### src/rtl/weighted_pick_with_quotas_defines.svh
// Assertion macros shared by the weighted pick block.
`ifndef WEIGHTED_PICK_WITH_QUOTAS_DEFINES_SVH
`define WEIGHTED_PICK_WITH_QUOTAS_DEFINES_SVH

// Check that a condition implies another in the same cycle.
`define WPQ_ASSERT_NOW(label, ante, cons, msg) \
    label: assert property (@(posedge clk) disable iff (!rst_n) (ante) |-> (cons)) \
        else $error(msg);

// Check that a condition implies another in the next cycle.
`define WPQ_ASSERT_NEXT(label, ante, cons, msg) \
    label: assert property (@(posedge clk) disable iff (!rst_n) (ante) |=> (cons)) \
        else $error(msg);

`endif

### src/rtl/wpq_pkg.sv
// Types and constants of the weighted pick block.
`timescale 1ns / 1ps

package wpq_pkg;

    localparam int CFG_W      = 5;
    localparam int OP_W       = 2;
    localparam int SLOT_W     = 4;
    localparam int ID_W       = 8;
    localparam int WEIGHT_W   = 8;
    localparam int LIMIT_W    = 8;
    localparam int RV_W       = 16;
    localparam int STATUS_W   = 2;
    localparam int REM_W      = 12;
    localparam int WEIGHT_MAX = (1 << WEIGHT_W) - 1;

    localparam logic [REM_W-1:0] REM_MAX = '1;

    localparam logic [OP_W-1:0] OP_WRITE   = 2'd0;
    localparam logic [OP_W-1:0] OP_RESTART = 2'd1;
    localparam logic [OP_W-1:0] OP_DRAW    = 2'd2;

    localparam logic [STATUS_W-1:0] ST_OK        = 2'd0;
    localparam logic [STATUS_W-1:0] ST_NONE      = 2'd1;
    localparam logic [STATUS_W-1:0] ST_EXHAUSTED = 2'd2;

    typedef struct packed {
        logic [OP_W-1:0]     opcode;
        logic [SLOT_W-1:0]   entry_index;
        logic [ID_W-1:0]     entry_id;
        logic [WEIGHT_W-1:0] weight;
        logic [LIMIT_W-1:0]  use_limit;
        logic [RV_W-1:0]     random_value;
    } in_item_t;

    typedef struct packed {
        logic [STATUS_W-1:0] status;
        logic [ID_W-1:0]     chosen_id;
        logic [SLOT_W-1:0]   chosen_index;
        logic [REM_W-1:0]    remaining_weight;
    } out_item_t;

    // One memory word: id, weight and a count (use limit or uses left).
    typedef struct packed {
        logic [ID_W-1:0]     id;
        logic [WEIGHT_W-1:0] weight;
        logic [LIMIT_W-1:0]  count;
    } entry_word_t;

endpackage

### src/rtl/weighted_pick_with_quotas.sv
// Weighted random pick over a table of entries with per-entry use quotas.
// A restart copies the first n table slots into the draw set (n is the register clamped to MAX_ENTRIES).
// A draw that needs a pick reaches its result by the scan of the draw-set memory one entry
// per cycle; the next item follows the result.
// A finished result waits in the output register while the next item is taken.
// Reset clears the active mask, total weight and register; the table is undefined until written.
`timescale 1ns / 1ps

`include "weighted_pick_with_quotas_defines.svh"

module weighted_pick_with_quotas #(
    parameter int MAX_ENTRIES = 16
) (
    input  logic                       clk,
    input  logic                       rst_n,
    input  logic                       cfg_valid,
    output logic                       cfg_ready,
    input  logic [wpq_pkg::CFG_W-1:0]  cfg_data,
    input  logic                       in_valid,
    output logic                       in_ready,
    input  wpq_pkg::in_item_t          in_data,
    output logic                       out_valid,
    input  logic                       out_ready,
    output wpq_pkg::out_item_t         out_data
);

    import wpq_pkg::*;

    // Widths that follow from the table depth.
    localparam int IDX_W = $clog2(MAX_ENTRIES);
    localparam int CNT_W = $clog2(MAX_ENTRIES + 1);
    localparam int TOT_W = $clog2(MAX_ENTRIES * WEIGHT_MAX + 1);
    localparam int PW    = RV_W + TOT_W;
    localparam int NW    = (CNT_W > CFG_W) ? CNT_W : CFG_W;

    localparam logic [CNT_W-1:0] MAX_CNT = CNT_W'(MAX_ENTRIES);

    // Sequencer codes.
    localparam logic [2:0] S_IDLE    = 3'd0;
    localparam logic [2:0] S_RESTART = 3'd1;
    localparam logic [2:0] S_MUL     = 3'd2;
    localparam logic [2:0] S_SCAN    = 3'd3;
    localparam logic [2:0] S_DONE    = 3'd4;

    // Saturate the running total to the width of the result field.
    function automatic logic [REM_W-1:0] sat_total(input logic [TOT_W-1:0] t);
        if (32'(t) > 32'(REM_MAX))
            return REM_MAX;
        else
            return REM_W'(t);
    endfunction

    // Loaded table and draw set: two synchronous memories, registered read.
    entry_word_t tbl_mem  [MAX_ENTRIES];
    entry_word_t live_mem [MAX_ENTRIES];
    entry_word_t tbl_rd_reg;
    entry_word_t live_rd_reg;

    logic [2:0]          state_reg,     state_next;
    logic [CNT_W-1:0]    ptr_reg,       ptr_next;
    logic [CNT_W-1:0]    n_reg,         n_next;
    logic                rd_valid_reg,  rd_valid_next;
    logic [IDX_W-1:0]    rd_addr_reg,   rd_addr_next;
    logic [TOT_W-1:0]    pick_reg,      pick_next;
    logic [RV_W-1:0]     rv_reg,        rv_next;
    logic [TOT_W-1:0]    total_reg,     total_next;
    logic [MAX_ENTRIES-1:0] active_reg, active_next;
    logic [CFG_W-1:0]    eiu_reg,       eiu_next;
    out_item_t           res_reg,       res_next;
    logic                out_valid_reg, out_valid_next;
    out_item_t           out_data_reg,  out_data_next;

    // Memory port controls.
    logic                tbl_we;
    logic [IDX_W-1:0]    tbl_waddr;
    entry_word_t         tbl_wdata;
    logic                rd_en;
    logic                live_we;
    logic [IDX_W-1:0]    live_waddr;
    entry_word_t         live_wdata;

    // Datapath helpers.
    logic [NW-1:0]       cfg_wide;
    logic [CNT_W-1:0]    clamp_n;
    logic [PW-1:0]       prod;
    logic [TOT_W-1:0]    live_w;
    logic                hit;
    logic                use_out;
    logic [TOT_W-1:0]    total_after;

    assign cfg_ready = 1'b1;
    assign in_ready  = (state_reg == S_IDLE);
    assign out_valid = out_valid_reg;
    assign out_data  = out_data_reg;

    // Clamp the entry count to the table depth.
    assign cfg_wide = NW'(eiu_reg);
    assign clamp_n  = (cfg_wide > NW'(MAX_ENTRIES)) ? MAX_CNT : CNT_W'(cfg_wide);

    // Scale the random value into [0, total).
    assign prod = PW'(rv_reg) * PW'(total_reg);

    // Scan compare on the entry read last cycle.
    assign live_w      = TOT_W'(live_rd_reg.weight);
    assign hit         = (pick_reg < live_w);
    assign use_out     = (live_rd_reg.count == LIMIT_W'(1));
    assign total_after = use_out ? ((total_reg >= live_w) ? (total_reg - live_w) : '0)
                                 : total_reg;

    always_comb
    begin
        state_next     = state_reg;
        ptr_next       = ptr_reg;
        n_next         = n_reg;
        rd_valid_next  = 1'b0;
        rd_addr_next   = rd_addr_reg;
        pick_next      = pick_reg;
        rv_next        = rv_reg;
        total_next     = total_reg;
        active_next    = active_reg;
        eiu_next       = eiu_reg;
        res_next       = res_reg;
        out_valid_next = out_valid_reg;
        out_data_next  = out_data_reg;

        tbl_we     = 1'b0;
        tbl_waddr  = IDX_W'(in_data.entry_index);
        tbl_wdata  = '{id: in_data.entry_id, weight: in_data.weight, count: in_data.use_limit};
        rd_en      = 1'b0;
        live_we    = 1'b0;
        live_waddr = rd_addr_reg;
        live_wdata = tbl_rd_reg;

        // Drop the output once the sink takes the transfer.
        if (out_valid_reg && out_ready)
            out_valid_next = 1'b0;

        // Take a register write at any time; an item in flight already holds its count.
        if (cfg_valid)
            eiu_next = cfg_data;

        unique case (state_reg)
            S_IDLE:
            begin
                if (in_valid)
                begin
                    case (in_data.opcode)
                        OP_WRITE:
                        begin
                            // Ignore slots beyond the table.
                            if (int'(in_data.entry_index) < MAX_ENTRIES)
                                tbl_we = 1'b1;
                        end
                        OP_RESTART:
                        begin
                            // Clear the draw set, then refill it slot by slot.
                            active_next = '0;
                            total_next  = '0;
                            ptr_next    = '0;
                            n_next      = clamp_n;
                            state_next  = S_RESTART;
                        end
                        OP_DRAW:
                        begin
                            if (eiu_reg == '0)
                            begin
                                res_next = '{status: ST_NONE, chosen_id: '0,
                                             chosen_index: '0,
                                             remaining_weight: sat_total(total_reg)};
                                state_next = S_DONE;
                            end
                            else if (total_reg == '0)
                            begin
                                res_next = '{status: ST_EXHAUSTED, chosen_id: '0,
                                             chosen_index: '0, remaining_weight: '0};
                                state_next = S_DONE;
                            end
                            else
                            begin
                                rv_next    = in_data.random_value;
                                state_next = S_MUL;
                            end
                        end
                        default:
                        begin
                            // Unused opcode: no effect, no result.
                        end
                    endcase
                end
            end

            S_RESTART:
            begin
                // Issue one table read a cycle; copy the word in the next cycle.
                if (ptr_reg < n_reg)
                begin
                    rd_en         = 1'b1;
                    rd_valid_next = 1'b1;
                    rd_addr_next  = ptr_reg[IDX_W-1:0];
                    ptr_next      = ptr_reg + CNT_W'(1);
                end
                if (rd_valid_reg)
                begin
                    live_we                  = 1'b1;
                    active_next[rd_addr_reg] = 1'b1;
                    total_next = total_reg + TOT_W'(tbl_rd_reg.weight);
                end
                else if (ptr_reg == n_reg)
                begin
                    state_next = S_IDLE;
                end
            end

            S_MUL:
            begin
                pick_next  = prod[PW-1:RV_W];
                ptr_next   = '0;
                state_next = S_SCAN;
            end

            S_SCAN:
            begin
                // Read ahead one entry a cycle; test the entry read last cycle.
                if (ptr_reg < MAX_CNT)
                begin
                    rd_en         = 1'b1;
                    rd_valid_next = 1'b1;
                    rd_addr_next  = ptr_reg[IDX_W-1:0];
                    ptr_next      = ptr_reg + CNT_W'(1);
                end
                if (rd_valid_reg && active_reg[rd_addr_reg])
                begin
                    if (hit)
                    begin
                        // Spend one use; retire the entry when its quota runs out.
                        if (live_rd_reg.count != '0)
                        begin
                            live_we          = 1'b1;
                            live_wdata       = live_rd_reg;
                            live_wdata.count = live_rd_reg.count - LIMIT_W'(1);
                        end
                        if (use_out)
                            active_next[rd_addr_reg] = 1'b0;
                        total_next    = total_after;
                        res_next      = '{status: ST_OK, chosen_id: live_rd_reg.id,
                                          chosen_index: SLOT_W'(rd_addr_reg),
                                          remaining_weight: sat_total(total_after)};
                        rd_valid_next = 1'b0;
                        state_next    = S_DONE;
                    end
                    else
                    begin
                        pick_next = pick_reg - live_w;
                    end
                end
                else if (!rd_valid_reg && ptr_reg == MAX_CNT)
                begin
                    res_next = '{status: ST_EXHAUSTED, chosen_id: '0,
                                 chosen_index: '0, remaining_weight: '0};
                    state_next = S_DONE;
                end
            end

            S_DONE:
            begin
                // Hold the result until the output register is free.
                if (!out_valid_reg || out_ready)
                begin
                    out_data_next  = res_reg;
                    out_valid_next = 1'b1;
                    state_next     = S_IDLE;
                end
            end

            default:
            begin
                state_next = S_IDLE;
            end
        endcase
    end

    // Loaded table: written by write items, read by the restart sweep.
    always_ff @(posedge clk)
    begin
        if (tbl_we)
            tbl_mem[tbl_waddr] <= tbl_wdata;
        if (rd_en)
            tbl_rd_reg <= tbl_mem[ptr_reg[IDX_W-1:0]];
    end

    // Draw set: written by the sweep and by write-back of a hit, read by the scan.
    // Write-back ends the scan, so a read never overlaps a pending write.
    always_ff @(posedge clk)
    begin
        if (live_we)
            live_mem[live_waddr] <= live_wdata;
        if (rd_en)
            live_rd_reg <= live_mem[ptr_reg[IDX_W-1:0]];
    end

    // Payload registers.
    always_ff @(posedge clk)
    begin
        rd_addr_reg  <= rd_addr_next;
        pick_reg     <= pick_next;
        rv_reg       <= rv_next;
        res_reg      <= res_next;
        out_data_reg <= out_data_next;
        n_reg        <= n_next;
    end

    // Control registers.
    always_ff @(posedge clk or negedge rst_n)
    begin
        if (!rst_n)
        begin
            state_reg     <= S_IDLE;
            ptr_reg       <= '0;
            rd_valid_reg  <= 1'b0;
            total_reg     <= '0;
            active_reg    <= '0;
            eiu_reg       <= '0;
            out_valid_reg <= 1'b0;
        end
        else
        begin
            state_reg     <= state_next;
            ptr_reg       <= ptr_next;
            rd_valid_reg  <= rd_valid_next;
            total_reg     <= total_next;
            active_reg    <= active_next;
            eiu_reg       <= eiu_next;
            out_valid_reg <= out_valid_next;
        end
    end

    `WPQ_ASSERT_NEXT(a_retire_on_last_use,
        (state_reg == S_SCAN && rd_valid_reg && active_reg[rd_addr_reg] && hit && use_out),
        (!active_reg[$past(rd_addr_reg)]), "entry still active after its last use")
    `WPQ_ASSERT_NOW(a_scan_ptr_range, (state_reg == S_SCAN), (ptr_reg <= MAX_CNT),
        "scan pointer beyond the table")
    `WPQ_ASSERT_NOW(a_no_pick_without_ok, (out_valid_reg && out_data_reg.status != ST_OK),
        (out_data_reg.chosen_id == '0 && out_data_reg.chosen_index == '0),
        "id or slot set on a result without a pick")
    `WPQ_ASSERT_NEXT(a_result_waits, (state_reg == S_DONE && out_valid_reg && !out_ready),
        (state_reg == S_DONE && $stable(out_data_reg)), "pending result overwritten")

endmodule

### config.mk
export PLATFORM = sky130hd
export DESIGN_NAME = weighted_pick_with_quotas
export DESIGN_NICKNAME = d
export VERILOG_FILES = /design/src/rtl/wpq_pkg.sv /design/src/rtl/weighted_pick_with_quotas.sv
export VERILOG_INCLUDE_DIRS = /design/src /design/src/rtl
export SDC_FILE = /design/constraint.sdc
export NUM_CORES = 1
export LEC_CHECK = 0
export BUFFER_PORTS_ARGS = -buffer_cell sky130_fd_sc_hd__buf_2
export CORE_MARGIN = 2
export CORE_UTILIZATION = 25
export CTS_BUF_LIST = sky130_fd_sc_hd__clkbuf_4
export DETAILED_ROUTE_END_ITERATION = 16
export MAX_ROUTING_LAYER = met4
export SYNTH_ARGS = -nofsm -noshare
export SYNTH_HDL_FRONTEND = slang
export SYNTH_SLANG_ARGS = --single-unit
### constraint.sdc
create_clock -name clk -period 6.71 [get_ports clk]
set_input_delay 0.671 -clock clk [delete_from_list [all_inputs] [get_ports clk]]
set_output_delay 0.671 -clock clk [all_outputs]
set_load 0.05 [all_outputs]
Word-level counts from Yosys, hierarchy flattened
Memories as Yosys holds them, arrays and structs flattened. A register that Yosys moved wholly into a read port is not among the register bits.
Cells that the tools add are included.
- bits in registers: 132
- bits of input ports: 56
- output and inout bits: 29
- bits in writable memories: 768
- logic and storage cells: 166
- memories: 2
- reduce and logical (&&, ||, !) cells: 27
- mux-type cells: 74
- bitwise gates (word level): 5
- magnitude comparators: 7
- multipliers: 1
- add/subtract/negate cells: 5
- equal/unequal tests: 26
- memories (memory ; depth ; bits a word ; rd ports ; clocked after memory_dff ; wr ports ; RTL line ; source):
    live_mem ; 16 ; 24 ; 1 ; 1 ; 1 ; weighted_pick_with_quotas.sv:55 ; entry_word_t live_mem [MAX_ENTRIES];
    tbl_mem ; 16 ; 24 ; 1 ; 1 ; 1 ; weighted_pick_with_quotas.sv:54 ; entry_word_t tbl_mem [MAX_ENTRIES];
- operators with widths (cell ; number):
    $mux W26 ; 7
    $mux W12 ; 9
    $mux W16 ; 6
    $mux W24 ; 4
    $pmux W26 S2 ; 1
    $pmux W16 S3 ; 1
    $pmux W12 S3 ; 1
    $mul A16 B12 Y28 ; 1
    $mux W3 ; 9
    $pmux W12 S2 ; 1
    $sub A12 B8 Y12 ; 2
    $ne A2 B2 Y1 const B ; 11
    $mux W1 ; 20
    $mux W5 ; 4
    $pmux W5 S4 ; 1
    $and A16 B16 Y16 ; 1
    $not A16 Y16 ; 1
    $or A16 B16 Y16 ; 1
    $pmux W3 S5 ; 1
    $reduce_and A7 Y1 ; 2
    $add A12 B8 Y12 ; 1
    $ge A12 B8 Y1 ; 1
    $logic_not A12 Y1 ; 1
    $lt A12 B8 Y1 ; 1
    other kinds (39) ; 57

Longest topological paths before layout
- depth in word-level cells: 10
- depth in mapped cells: 23
- gate-level depth less buffers: 20

Least setup slack after synthesis
OpenSTA, ideal clock, no wires.
- path type: register to register
- start point: reg total_reg[8]
- end point: reg pick_reg[9] (data pin)
- data required time: 6.443 ns
- clock period less this slack: 5.790 ns
- cell stages (with the launch flop): 22
- library setup time: 0.267 ns
- data arrival time: 5.523 ns
- path slack: 0.920 ns
- path buffers: 3
- cells stage by stage: dfrtp_1 clkbuf_1 clkbuf_1 clkbuf_1 nand2_1 fa_1 inv_1 fa_1 fa_1 fa_1 inv_1 fa_1 inv_1 ha_1 a21oi_1 a21oi_1 or4_4 o21ai_1 o211ai_1 o31ai_1 xor2_1 mux2i_1
- word-level cells in the longest chain between the ends: 2
- ends and longest elaborated chain (element ; RTL line ; source):
    from (decl) ; weighted_pick_with_quotas.sv:66 ; logic [TOT_W-1:0] total_reg, total_next;
    from (signal assigned) ; weighted_pick_with_quotas.sv:330 ; total_reg <= total_next;
    $mul A16 B12 Y28 ; weighted_pick_with_quotas.sv:101 ; assign prod = PW'(rv_reg) * PW'(total_reg);
    $pmux W12 S2 ; weighted_pick_with_quotas.sv:142 ; unique case (state_reg)
    net pick_next[9] ; weighted_pick_with_quotas.sv:64 ; logic [TOT_W-1:0] pick_reg, pick_next;
    to (signal assigned) ; weighted_pick_with_quotas.sv:305 ; pick_reg <= pick_next;
    to (decl) ; weighted_pick_with_quotas.sv:64 ;
The timed path passes the listed nets, and every way through them passes these cells.
A chain may end at the register's enable or synchronous reset.

Final worst setup path
- start point: reg total_reg[6]
- end point: reg pick_reg[9] (data pin)
The elaborated chain is that of the path after synthesis.

==> metrics.md <==
| Metric | Value |
|---|---|
| Fin. max-slew vios | `0` |
| Initial antenna violation count | `11` |
| CTS buffer count | `225` |
| Post-CTS sizing | `0` |
| Cell Rows | `152` |
| Placed Cells incl. Taps | `4,868` |
| Starting Density | `25.21%` |
| Power density cells | `407.5 nW/µm²` |
| Peak VDD IR | `470.0 µV` |
| Via Count | `23,300` |
| H-tree depth | `4` |
| # port buffers | `83` |
| Clock-pin slew on the worst setup and hold paths | `0.07 ns` |
| DP HPWL | `62,670 µm` |
| Startpoint Class | `flip-flop` |
| CTS Buffer Depth | `3` |
| Die width | `420.3 µm` |
| Share of cells above drive strength 1 | `26.85%` |
| Crit end category | `flip-flop` |
| All-Layer GR Usage | `12.23%` |
| YS warnings | `0` |
| Slew HR | `20.93%` |
| HP Start | `in_data[44]` |
| Top cell type's share of synthesized area | `62.71%` |
| GP Congestion | `0.8411` |
| Largest net degree at the start of global routing | `152` |
| Reg2reg start | `total_reg[6]` |
| Endpoints failing setup | `0` |
| Cells after Synth | `2,530` |
| Avg Cell Area, Syn | `17.13 µm²` |
| Most frequent cells in the layout | `edfxtp_1, clkbuf_4, mux4_2` |
| Final min period | `5.938 ns` |
| Die H | `420.3 µm` |
| Fmax | `168.4 MHz` |
| Vias in the first global route | `24,240` |
| Max-cap violations | `0` |
| Largest regs | `live_mem (384), tbl_mem (384)` |
| CP required | `7.53 ns` |
| Sequential fraction of the synthesis area | `65.20%` |
| CP max FO | `17` |
| Worst Hold Class | `in2reg` |
| Ys async rst share | `4.536%` |
| Grt ovf | `0` |
| CTS tree | `yes` |
| Syn_nets | `2,823` |
| First-pass GRT wire length | `155,900 µm` |
| Clk Latency, worst-skew pair | `1.15 ns` |
| Critical path type | `reg2reg` |
| Post-synth EDFFs | `905` |
| DRT Pass-1 Iters | `6` |
| Syn-to-layout area delta | `16.25%` |
| Distinct cell type count after synthesis | `77` |
| Post-DRT Antenna Nets | `0` |
| Synth top area cells | `edfxtp_1, mux4_2, fa_1, ha_1, dfrtp_1` |
| Final Total Pwr | `0.02053 W` |
| Outcome | `finished clean` |
| Most used DFF post-synth | `edfxtp_1` |
| Iter 0 DRT Violations | `1,865` |
| Setup TNS | `0 ns` |
| Final hold viol count | `0` |
| # nets final | `3,133` |
| Setup repair bufs after CTS | `0` |
| Final Routed Wirelength | `104,600 µm` |
| Worst slew pin tran | `1.183 ns` |
| Period utilisation layout | `88.50%` |
| # fillers | `17,140` |
| CORE AREA | `171,900 µm²` |
| I/O pin total | `85` |
| Synth Cell Area | `43,330 µm²` |
| Clock root buffer | `clkbuf_4` |
| Clk_skew | `0.08459 ns` |
| DRC violations left | `0` |
| Lkg Pwr | `17.22 nW` |
| Number of non-filler instances in the completed layout | `5,312` |
| Clock sink count | `948` |
| Routed len/inst | `19.69 µm` |
| Most common cell after layout, fill and taps aside | `edfxtp_1` |
| Worst setup path startpoint | `total_reg[6]` |
| Vias per cell | `4.386` |
| Die area | `176,700 µm²` |
| Setup repair after global routing missed its margin | `no` |
| Yosys top cell by area | `edfxtp_1` |
| Number of synthesized register bits | `948` |
| Worst EP arrival | `6.76 ns` |
critical path, stage by stage (launching register included):
cell	delay [ns]
dfrtp_1	0.71
nand2_1	0.16
fa_1	0.56
inv_1	0.05
fa_1	0.55
fa_1	0.43
fa_1	0.49
inv_1	0.05
fa_1	0.47
inv_1	0.04
ha_1	0.31
a21oi_1	0.16
a21oi_1	0.08
or4_4	0.57
o21ai_1	0.27
o211ai_1	0.21
o31ai_1	0.28
xor2_1	0.18
mux2i_1	0.08
per-layer routing:
layer | track usage, % | wire (µm) | share of wire (%) | up-vias
met5 | - | 0 | 0 | -
met3 | 2.642 | 6744 | 6.4 | 132
met1 | 15.90 | 45340 | 43 | 12070
met4 | 4.003 | 2093 | 2.0 | 0
met2 | 19.01 | 50400 | 48 | 728
li1 | - | - | - | 10370
through the flow:
| stage | utilization [%] | hold WS, ns | cell area [µm²] | setup slack, ns |
|---|---|---|---|---|
| 4_1_cts | 29.29 | 0.01347 | 50350 | 0.7265 |
| 3_3_place_gp | 27.30 | 0.4032 | 46940 | 0.8513 |
| 6_report | 29.30 | 0.1589 | 50380 | 0.7715 |
| 2_1_floorplan | - | 0.3754 | 43330 | 0.9200 |
| 5_1_grt | 29.30 | 0.1027 | 50380 | 0.3987 |
| 3_5_place_dp | 27.30 | 0.4063 | 46940 | 0.7760 |
area by class of cell:
type                    count  area, µm²  share of cell area [%]
clock buffers             319       2395                   4.754
clock inverters            59      466.7                  0.9264
repair buffers            210       1531                   3.040
well taps                2310       2890                   5.737
multi-input cells        1239      13990                   27.77
diodes                     11      27.53                 0.05464
flip-flops and latches    948      28270                   56.11
inverters                 216      810.8                   1.609
timing repair:
item | in CTS | in global routing
endpoints found under the hold margin | 453 | 0
hold buffers | 55 | 0
setup endpoints to repair | 0 | 0
kinds of logic after synthesis:
family / after synthesis / synth area share, %
compound gates: 235 / 3.422
xor+xnor: 36 / 0.7276
fa+ha+maj: 237 / 9.303
buf+inv: 343 / 3.121
flops: 948 / 65.20
mux: 266 / 13.17
other cells: 1 / 0.008654
simple gates: 464 / 5.047
final timing paths:
kind	endpoint	slack, ns	cells after the start
max	pick_reg[9]	0.77	18
min	n_reg[3]	0.16	3
max reg2reg	pick_reg[9]	0.77	18
min reg2reg	out_data[23]	0.42	0
max in group asynchronous	ptr_reg[2]	5.87	3
min in group asynchronous	active_reg[10]	0.24	3
synth_stat cells, types with 2 or more instances:
library cell	instances
nand3b_1	3
a31oi_1	5
nor2_1	76
mux2i_1	9
xor2_1	14
ha_1	95
o21ai_1	8
nand2b_1	11
nor4_1	8
buf_1	4
buf_4	3
clkbuf_1	92
fa_1	142
inv_1	216
mux2_1	3
nand2_1	207
edfxtp_1	905
mux2_2	12
buf_6	3
o31ai_1	5
o22ai_1	18
mux4_2	242
xnor2_1	22
a221oi_1	2
nor2b_1	13
or3_1	6
nand4_1	7
o21ai_0	62
a22o_1	7
a211o_1	2
o21bai_1	3
a21boi_0	4
a21oi_1	57
a21o_1	16
and2_1	67
nor3_1	11
a32oi_1	3
o211ai_1	7
nand3_1	24
a211oi_1	7
dfrtp_1	43
o21a_1	7
buf_2	25
a41oi_1	2
and3_1	20
report_power, final:
part           switching, W  internal [W]  leakage (nW)
registers          0.000565       0.00731          8.73
logic               0.00454       0.00343          6.81
clock network       0.00225       0.00245          1.68
total               0.00736        0.0132          17.2
Power figures use the tool's default switching activity.
